[config.mk]
export PLATFORM = sky130hd
export DESIGN_NAME = distance_vector_table_unit
export DESIGN_NICKNAME = d
export VERILOG_FILES = /design/src/sv/dvt_pkg.sv /design/src/sv/dvt_slot_ram.sv /design/src/sv/distance_vector_table_unit.sv
export SDC_FILE = /design/constraint.sdc
export NUM_CORES = 2
export LEC_CHECK = 0
export BUFFER_PORTS_ARGS = -buffer_cell sky130_fd_sc_hd__buf_4
export CELL_PAD_IN_SITES_DETAIL_PLACEMENT = 1
export CELL_PAD_IN_SITES_GLOBAL_PLACEMENT = 1
export CORE_MARGIN = 4
export CORE_UTILIZATION = 35
export CTS_BUF_LIST = sky130_fd_sc_hd__clkbuf_8
export CTS_CLUSTER_DIAMETER = 60
export DETAILED_ROUTE_END_ITERATION = 16
export PLACE_DENSITY_LB_ADDON = 0.1
export SLEW_MARGIN = 10
export SYNTH_ARGS = -nofsm -noshare
export SYNTH_HDL_FRONTEND = slang
export SYNTH_SLANG_ARGS = --single-unit
[constraint.sdc]
create_clock -name clk -period 5.7 [get_ports clk]
set_input_delay 0.285 -clock clk [delete_from_list [all_inputs] [get_ports clk]]
set_output_delay 0.285 -clock clk [all_outputs]
set_load 0.02 [all_outputs]
[src/sv/dvt_pkg.sv]
`timescale 1ns / 1ps
// ----------------------------------------------------------------------------
// dvt_pkg
// Shared types and constants for the distance-vector route table.
// ----------------------------------------------------------------------------
package dvt_pkg;

  localparam int DEFAULT_ROUTE_SLOTS = 16;
  localparam int MAX_RESULTS         = 16;
  localparam int RES_W               = $clog2(MAX_RESULTS + 1);
  localparam int LIST_W              = $clog2(MAX_RESULTS);

  localparam logic [15:0] DIST_MAX = 16'hFFFF;

  localparam logic [1:0] OP_ENTRY = 2'd0;
  localparam logic [1:0] OP_EMIT  = 2'd1;
  localparam logic [1:0] OP_SENT  = 2'd2;

  typedef struct packed {
    logic [31:0] dest;
    logic [31:0] neighbor;
    logic [15:0] metric;
  } slot_t;

endpackage

[src/sv/dvt_slot_ram.sv]
`timescale 1ns / 1ps
// ----------------------------------------------------------------------------
// dvt_slot_ram
// Route slot store: one write port, one read port, registered read data.
// ----------------------------------------------------------------------------
module dvt_slot_ram #(
  parameter int DEPTH = dvt_pkg::DEFAULT_ROUTE_SLOTS,
  parameter int AW    = (DEPTH > 1) ? $clog2(DEPTH) : 1
) (
  input  logic           clk,
  input  logic           we,
  input  logic [AW-1:0]  waddr,
  input  dvt_pkg::slot_t wdata,
  input  logic [AW-1:0]  raddr,
  output dvt_pkg::slot_t rdata
);

  dvt_pkg::slot_t mem [DEPTH];

  always_ff @(posedge clk) begin
    if (we) begin
      mem[waddr] <= wdata;
    end
    rdata <= mem[raddr];
  end

endmodule

[src/sv/distance_vector_table_unit.sv]
`timescale 1ns / 1ps
// ----------------------------------------------------------------------------
// distance_vector_table_unit
// Route table kept in a slot RAM; entries update by read-scan-write, emit
// walks the slots newest first and scans the table per distinct destination.
// ----------------------------------------------------------------------------
// Entry: one RAM read per slot. Emit: per slot a read and a check; per
// distinct destination a further scan of the table and one hand-off, and
// output stalls can hold it; one item at a time.
// Reset (rst, synchronous): table empty, pending flag clear, no output held.
// No clearing pass: slots above the fill count are never read.
module distance_vector_table_unit #(
  parameter int ROUTE_SLOTS = dvt_pkg::DEFAULT_ROUTE_SLOTS
) (
  input  logic        clk,
  input  logic        rst,
  input  logic        s_tvalid,
  output logic        s_tready,
  input  logic [79:0] s_tdata,   // neighbor_addr[31:0], dest_addr[63:32], neighbor_dist[79:64]
  input  logic [1:0]  s_tuser,   // opcode
  output logic        m_tvalid,
  input  logic        m_tready,
  output logic [55:0] m_tdata,   // route_dest, best_dist, route_valid, changed,
                                 // table_full, update_pending, zero pad
  output logic [1:0]  m_tuser,   // kind
  output logic        m_tlast    // last
);

  localparam int AW = (ROUTE_SLOTS > 1) ? $clog2(ROUTE_SLOTS) : 1;
  localparam int CW = $clog2(ROUTE_SLOTS + 1);

  localparam logic [2:0] S_IDLE  = 3'd0;
  localparam logic [2:0] S_ESCAN = 3'd1;
  localparam logic [2:0] S_EFIN  = 3'd2;
  localparam logic [2:0] S_CRD   = 3'd3;
  localparam logic [2:0] S_CCHK  = 3'd4;
  localparam logic [2:0] S_MSCAN = 3'd5;
  localparam logic [2:0] S_MNEXT = 3'd6;
  localparam logic [2:0] S_FIN   = 3'd7;

  logic [2:0]    state;
  logic [CW-1:0] cnt;
  logic          pending;
  logic [1:0]    op;
  logic [31:0]   nb;
  logic [31:0]   dst;
  logic [15:0]   nv;
  logic          chg;
  logic          full;
  logic [CW-1:0] idx;
  logic [AW-1:0] ridx;
  logic          rv;
  logic [AW-1:0] cand;
  logic [dvt_pkg::RES_W-1:0] n;
  logic [31:0]   list [dvt_pkg::MAX_RESULTS];
  logic [31:0]   cur;
  logic [15:0]   best;
  logic          h_v;
  logic [31:0]   h_dest;
  logic [15:0]   h_dist;

  // output register
  logic          o_valid;
  logic [1:0]    o_kind;
  logic [31:0]   o_dest;
  logic [15:0]   o_dist;
  logic          o_rv;
  logic          o_last;
  logic          o_chg;
  logic          o_full;
  logic          o_pend;

  logic           we;
  logic [AW-1:0]  waddr;
  dvt_pkg::slot_t wdata;
  logic [AW-1:0]  raddr;
  dvt_pkg::slot_t rdata;

  logic          issue;
  logic          seen;
  logic [CW-1:0] cnt_m1;
  logic [15:0]   in_nv;

  assign s_tready = (state == S_IDLE);
  assign m_tvalid = o_valid;
  assign m_tuser  = o_kind;
  assign m_tlast  = o_last;
  assign m_tdata  = {4'd0, o_pend, o_full, o_chg, o_rv, o_dist, o_dest};

  assign issue  = (idx < cnt);
  assign cnt_m1 = cnt - CW'(1);
  assign in_nv  = (s_tdata[79:64] == dvt_pkg::DIST_MAX) ? dvt_pkg::DIST_MAX
                                                        : s_tdata[79:64] + 16'd1;
  assign raddr  = (state == S_CRD) ? cand : idx[AW-1:0];

  always_comb begin
    seen = 1'b0;
    for (int k = 0; k < dvt_pkg::MAX_RESULTS; k++) begin
      if ((dvt_pkg::RES_W'(k) < n) && (list[k] == rdata.dest)) begin
        seen = 1'b1;
      end
    end
  end

  // RAM write: match update or new slot, at the end of an entry scan
  always_comb begin
    we    = 1'b0;
    waddr = cnt[AW-1:0];
    wdata = '{dest: dst, neighbor: nb, metric: nv};
    if (state == S_ESCAN) begin
      if (rv && rdata.dest == dst && rdata.neighbor == nb) begin
        we    = (rdata.metric != nv);
        waddr = ridx;
      end else if (!rv && !issue) begin
        we    = (cnt < CW'(ROUTE_SLOTS));
      end
    end
  end

  dvt_slot_ram #(
    .DEPTH (ROUTE_SLOTS),
    .AW    (AW)
  ) u_ram (
    .clk   (clk),
    .we    (we),
    .waddr (waddr),
    .wdata (wdata),
    .raddr (raddr),
    .rdata (rdata)
  );

  always_ff @(posedge clk) begin
    if (rst) begin
      state   <= S_IDLE;
      cnt     <= '0;
      pending <= 1'b0;
      o_valid <= 1'b0;
      rv      <= 1'b0;
      h_v     <= 1'b0;
      n       <= '0;
    end else begin
      if (o_valid && m_tready) begin
        o_valid <= 1'b0;
      end
      case (state)
        S_IDLE: begin
          if (s_tvalid) begin
            op   <= s_tuser;
            nb   <= s_tdata[31:0];
            dst  <= s_tdata[63:32];
            nv   <= in_nv;
            chg  <= 1'b0;
            full <= 1'b0;
            idx  <= '0;
            rv   <= 1'b0;
            n    <= '0;
            h_v  <= 1'b0;
            case (s_tuser)
              dvt_pkg::OP_ENTRY: state <= S_ESCAN;
              dvt_pkg::OP_EMIT: begin
                cand  <= cnt_m1[AW-1:0];
                state <= (cnt == '0) ? S_FIN : S_CRD;
              end
              dvt_pkg::OP_SENT: begin
                pending <= 1'b0;
                state   <= S_EFIN;
              end
              default: state <= S_EFIN;
            endcase
          end
        end
        S_ESCAN: begin
          if (issue) begin
            idx <= idx + CW'(1);
          end
          rv   <= issue;
          ridx <= idx[AW-1:0];
          if (rv && rdata.dest == dst && rdata.neighbor == nb) begin
            if (rdata.metric != nv) begin
              chg     <= 1'b1;
              pending <= 1'b1;
            end
            state <= S_EFIN;
          end else if (!rv && !issue) begin
            if (cnt < CW'(ROUTE_SLOTS)) begin
              cnt     <= cnt + CW'(1);
              chg     <= 1'b1;
              pending <= 1'b1;
            end else begin
              full <= 1'b1;
            end
            state <= S_EFIN;
          end
        end
        S_EFIN: begin
          if (!o_valid) begin
            o_valid <= 1'b1;
            o_kind  <= op;
            o_dest  <= '0;
            o_dist  <= '0;
            o_rv    <= 1'b0;
            o_last  <= 1'b1;
            o_chg   <= chg;
            o_full  <= full;
            o_pend  <= pending;
            state   <= S_IDLE;
          end
        end
        S_CRD: begin
          state <= S_CCHK;
        end
        S_CCHK: begin
          if (seen) begin
            if (cand == '0) begin
              state <= S_FIN;
            end else begin
              cand  <= cand - AW'(1);
              state <= S_CRD;
            end
          end else begin
            cur   <= rdata.dest;
            best  <= dvt_pkg::DIST_MAX;
            idx   <= '0;
            rv    <= 1'b0;
            state <= S_MSCAN;
          end
        end
        S_MSCAN: begin
          if (issue) begin
            idx <= idx + CW'(1);
          end
          rv <= issue;
          if (rv && rdata.dest == cur && rdata.metric < best) begin
            best <= rdata.metric;
          end
          if (!rv && !issue) begin
            state <= S_MNEXT;
          end
        end
        S_MNEXT: begin
          // previous element goes out once another one is known to follow
          if (!h_v || !o_valid) begin
            if (h_v) begin
              o_valid <= 1'b1;
              o_kind  <= dvt_pkg::OP_EMIT;
              o_dest  <= h_dest;
              o_dist  <= h_dist;
              o_rv    <= 1'b1;
              o_last  <= 1'b0;
              o_chg   <= 1'b0;
              o_full  <= 1'b0;
              o_pend  <= pending;
            end
            h_v     <= 1'b1;
            h_dest  <= cur;
            h_dist  <= best;
            list[n[dvt_pkg::LIST_W-1:0]] <= cur;
            n       <= n + dvt_pkg::RES_W'(1);
            if (n == dvt_pkg::RES_W'(dvt_pkg::MAX_RESULTS - 1) || cand == '0) begin
              state <= S_FIN;
            end else begin
              cand  <= cand - AW'(1);
              state <= S_CRD;
            end
          end
        end
        S_FIN: begin
          if (!o_valid) begin
            o_valid <= 1'b1;
            o_kind  <= dvt_pkg::OP_EMIT;
            o_dest  <= h_v ? h_dest : 32'd0;
            o_dist  <= h_v ? h_dist : 16'd0;
            o_rv    <= h_v;
            o_last  <= 1'b1;
            o_chg   <= 1'b0;
            o_full  <= 1'b0;
            o_pend  <= pending;
            h_v     <= 1'b0;
            state   <= S_IDLE;
          end
        end
        default: state <= S_IDLE;
      endcase
    end
  end

endmodule

; ---- Yosys cells after proc, flatten, opt, wreduce, memory -nomap -nowiden
; Memory sizes are Yosys's and may differ from the RTL's. A register that Yosys moved wholly into a read port is not among the register bits.
; Cells that the tools add are included.
[word_totals]
memories = 2
ram_bits = 1792
elab_cells = 281
register_bits = 265
[memory_table]
columns = name, depth, word_bits, read_ports, rd_clocked_by_memory_dff, write_ports, line_no
row1 = u_ram.mem, 16, 80, 1, 1, 1, dvt_slot_ram.sv:18  ; dvt_pkg::slot_t mem [DEPTH];
row2 = list, 16, 32, 16, 0, 1, distance_vector_table_unit.sv:55  ; logic [31:0] list [dvt_pkg::MAX_RESULTS];
[classes]
n_reduce_logical = 59
n_mux = 112
addsub = 6
bitwise_logic = 3
n_lt_le_gt_ge = 19
eq_ne = 52
[ops]
columns = cell, count
row1 = == test 32 bit, 19
row2 = 2-to-1 mux 32 bit, 5
row3 = 2-to-1 mux 16 bit, 7
row4 = one-hot mux 32 bit (3 select lines), 1
row5 = 2-to-1 mux 1 bit, 53
row6 = one-hot mux 16 bit (3 select lines), 1
row7 = "< comparator 4 x 5 -> 1 bit, first input constant", 8
row8 = 2-to-1 mux 4 bit, 9
row9 = one-hot mux 16 bit (2 select lines), 1
row10 = 2-to-1 mux 3 bit, 10
row11 = "!= test 2 bit, second input constant", 14
row12 = AND reduction 6 bit, 4
row13 = logical AND 1 bit, 22
row14 = one-hot mux 3 bit (7 select lines), 1
row15 = "< comparator 3 x 5 -> 1 bit, first input constant", 4
row16 = 2-to-1 mux 5 bit, 4
row17 = "adder 16 x 1 -> 16 bit, second input constant", 1
row18 = "== test 16 bit, second input constant", 1
row19 = < comparator 16 bit, 1
row20 = != test 16 bit, 1
row21 = "adder 5 x 1 -> 5 bit, second input constant", 3
row22 = one-hot mux 1 bit (3 select lines), 5
row23 = one-hot mux 5 bit (3 select lines), 1
row24 = AND reduction 3 bit, 5
row25 = other kinds (34), 70

; ---- Depth between registers and ports, before layout
; An unclocked memory read counts as a cell.
[depth]
depth_word = 21
ltp_mapped = 11
ltp_nobuf = 10

; ---- By module
; Synthesis repeated with hierarchy kept, for this count alone.
[hier_totals]
hier_cells = 4203
area_unflattened_um2 = 82663.0
[modules_own_cells]
columns = mod, cells_per_inst, n_inst, area_per_inst_um2
row1 = dvt_slot_ram, 2054, 1, 49422.4
row2 = distance_vector_table_unit, 2149, 1, 33240.6

; ---- Least setup slack after synthesis
; Ideal clock, no wire load.
[synth_path]
path_type = register to register
from = reg dst[1]
to = mem u_ram.mem[5][0] (netlist name) (enable)
setup_time_ns = 0.519
synth_period_minus_slack_ns = 6.143
arrival_time_ns = 5.624
stages_incl_launch_ff = 9
required_ns = 5.181
slack_ns = -0.443
cell_sequence = edfxtp_1 > nor2b_1 > a2111o_1 > or4_4 > nor4_4 > nand4_4 > nor2_8 > a31oi_1 > nor2_1
[synth_between]
elab_chain_cells = 7
[synth_lines]
columns = item, line_no
row1 = "start, declared", distance_vector_table_unit.sv:46  ; logic [31:0] dst;
row2 = "start signal, assigned", distance_vector_table_unit.sv:150  ; dst <= s_tdata[63:32];
row3 = == test 32 bit *, distance_vector_table_unit.sv:111  ; if (rv && rdata.dest == dst && rdata.neighbor == nb) begin
row4 = logical AND 1 bit * (2 in series), distance_vector_table_unit.sv:111
row5 = 2-to-1 mux 1 bit, distance_vector_table_unit.sv:111
row6 = 2-to-1 mux 1 bit, distance_vector_table_unit.sv:110  ; if (state == S_ESCAN) begin
row7 = 2-to-1 mux 1 bit, dvt_slot_ram.sv:21  ; if (we) begin
row8 = 2-to-1 mux 1 bit (implied by the code), dvt_slot_ram.sv:22  ; mem[waddr] <= wdata;
row9 = "end, declared", dvt_slot_ram.sv:18
; Every way passes the cells marked *; elsewhere a longest branch is shown, timed or not.

; ---- Worst setup path in the final report
[layout_path]
from = reg u_ram.rdata[50] (netlist name)
to = reg cur[11] (enable)
[layout_between]
elab_chain_cells = 20
[layout_lines]
columns = item, line_no
row1 = == test 32 bit, distance_vector_table_unit.sv:99  ; if ((dvt_pkg::RES_W'(k) < n) && (list[k] == rdata.dest)) begin
row2 = logical AND 1 bit, distance_vector_table_unit.sv:99
row3 = 2-to-1 mux 1 bit (15 in series), distance_vector_table_unit.sv:99
row4 = 2-to-1 mux 1 bit *, distance_vector_table_unit.sv:99
row5 = NOT 1 bit (no source line) *, n/a
row6 = AND reduction 3 bit (no source line) *, n/a
row7 = "end signal, assigned", distance_vector_table_unit.sv:221  ; cur <= rdata.dest;
row8 = "end, declared", distance_vector_table_unit.sv:56  ; logic [31:0] cur;
; Marks and branches as above.
; A chain may end at the register's enable or synchronous reset.

==> impl_metrics.tcl <==
set metrics [dict create \
    status "completed" \
    synth-edff-count 2040 \
    synth_top_cell_by_area "edfxtp_1" \
    final-max-slew-violation-count 0 \
    coreArea_um2 236000 \
    drtAntennaViolNets 0 \
    synthTopCellsByArea "edfxtp_1 73%, mux4_2 8.6%, xor2_1 4.4%, dfxtp_1 2.3%, xnor2_1 2.1%" \
    numCtsBuffers 388 \
    period_share_pct 84.6 \
    io_pins 147 \
    routed_wl_mm 254 \
    tritoncts "done" \
    power_mw 44.1 \
    reg2reg_from "u_ram.rdata[50]" \
    clock_skew_ns 0.101 \
    seq_area_frac_synth_pct 75.8 \
    grt_pass1_vias 47037 \
    clk_pin_slew_worst_paths_ns 0.06 \
    yosys_most_used_dff "edfxtp_1" \
    ys_warn_count 0 \
    final_util_pct 41.9 \
    die_height_um 496 \
    cts_num_sinks 2137 \
    grt_usage_pct 20.7 \
    areaGrowthSynthToFinish_pct 18.5 \
    die_area_um2 246000 \
    ys_ff_latch 2137 \
    vias_per_cell 5.11 \
    drtIter0Drc 3498 \
    slew_headroom_pct 27.8 \
    htreeDepth 5 \
    p_leak_nw 32.5 \
    fin_nets 5213 \
    synth.top_cell.area_share_pct 73.5 \
    crit_fanout 17 \
    synth.most_common_cell "edfxtp_1" \
    insertion_delay_ns 1.08 \
    dpl.hpwl_mm 147 \
    ys_top_cells_by_count "2040 x edfxtp_1, 420 x xor2_1, 320 x mux4_2" \
    grt_pass1_wl_mm 360 \
    place_congestion 0.774 \
    netlist-cell-type-count 66 \
    powerDensity_nw_per_um2 446 \
    finish.instance_area_um2 98800 \
    rows 178 \
    hold_viol 0 \
    cts_setup_buffers 0 \
    hp-start "rst" \
    initial_core_util_pct 35.3 \
    post-place-ws_ns 0.857 \
    worst_ep_arrival_time_ns 5.59 \
    grt_max_degree 82 \
    dr.pass1.iters 5 \
    crit_start "u_ram.rdata[50]" \
    whs_ns 0.241 \
    syn_area_um2 83400 \
    fin_crit_ns 4.82 \
    antenna_found_initial 16 \
    finalSetupViolCount 0 \
    grt_setup_unrepaired "no" \
    setup_tns_ns 0 \
    worst_slew_pin_slew_ns 1.08 \
    maxCapViolations 0 \
    grt_overflow 0 \
    dr_total_vias 43752 \
    place_area_um2 89800 \
    fmax_mhz 207 \
    avgSynthCellArea_um2 19.0 \
    die_w_um 496 \
    cts_buffer_depth 4 \
    required_ns 6.47 \
    placed_cells 7676 \
    async_reset_ff_share_pct 0 \
    syn-instance-count 4383 \
    n_fill_cell 22805 \
    cp-end-kind "register" \
    layout-drive-gt1-share_pct 23.2 \
    critPathLaunchType "register" \
    fin_ws_ns 0.876 \
    hp-class "in2reg" \
    crit_type "reg2reg" \
    ir_drop_v 0.000306 \
    clockRootBuffer "clkbuf_8" \
    port_buffers 142 \
    final_cells 8565 \
    drcViolationCount 0 \
    wire_per_inst_um 29.7 \
]
[final cells by class]
class	instances	area (µm²)	area share, %
Antenna cell	3	7.51	0.00760
Clock buffer	419	5770	5.84
Tap cell	3150	3940	3.99
Inverter	47	176	0.179
Clock inverter	284	1390	1.40
Multi-Input combinational cell	1989	19200	19.4
Sequential cell	2137	63200	64.0
Timing Repair Buffer	536	5160	5.22
[final timing paths]
path,end,slack [ns],depth (start not counted)
setup reg to reg,cur[11],0.88,12
setup / recovery,cur[11],0.88,12
hold reg to reg,h_dist[4],0.42,0
hold / removal,cnt[1],0.24,3
[registers in the layout (all words and copies together), names as in the netlist, 2 cells and up]
register	flops
n	5
state	3
nb	32
h_dist	16
u_ram.mem	1280
best	16
h_dest	32
m_tuser	2
nv	16
idx	5
u_ram.rdata	80
dst	32
ridx	4
cnt	5
o_dest	32
o_dist	16
cur	32
op	2
list	512
cand	4
[cells by family after synthesis]
| family | share of synthesized area (%) |
|---|---|
| buffers and inverters | 1.56 |
| xor gates and xnor gates | 6.49 |
| adders and majority gates | 0.420 |
| DFF | 75.8 |
| AOI/OAI and AO/OA | 2.21 |
| other | 0.00450 |
| and+or+nand+nor | 4.72 |
| muxes | 8.79 |
[placed cells by master (no fill, tap or decap), types with 46 or more instances in the layout]
master	count
edfxtp_1	2040
xor2_1	420
clkbuf_8	419
mux4_2	320
buf_4	299
nand2_1	203
xnor2_1	198
dlygate4sd3_1	183
inv_1	178
and2_1	131
nor4_1	108
clkinv_1	89
a31oi_1	87
a211oi_1	85
dfxtp_1	71
nand4_1	68
buf_12	54
nor2_1	53
clkinv_2	46
[worst max-delay path: stages, from the launching register on]
cell	delay, ns
dfxtp_2	0.88
buf_4	0.32
xor2_1	0.28
nor4_1	0.13
nand4_1	0.12
nor3_1	0.08
a311oi_1	0.55
o2111ai_1	0.30
nor4b_1	0.72
buf_4	0.27
inv_1	0.09
nor2_4	0.51
buf_12	0.24
[where the power goes]
group | internal (mW) | leakage [nW] | switching [mW] | total (mW)
logic | 4.14 | 9.22 | 6.55 | 10.7
clock network | 7.11 | 4.17 | 6.40 | 13.5
registers | 18.5 | 19.2 | 1.45 | 19.9
total | 29.7 | 32.5 | 14.4 | 44.1
[what timing repair did]
item,4_1_cts,5_1_grt
endpoints found under the hold margin,160,0
gates resized for setup,0,0
hold buffers,183,0
[per-layer routing]
| layer | track usage (%) | share of wire, % | up-vias |
|---|---|---|---|
| met5 | 0 | 0.0051 | - |
| met4 | 6.02 | 2.5 | 2 |
| li1 | - | - | 18691 |
| met1 | 27.7 | 43 | 23492 |
| met2 | 34.7 | 50 | 1201 |
| met3 | 3.55 | 4.7 | 366 |
No activity file was read; power rests on OpenSTA's default activity.
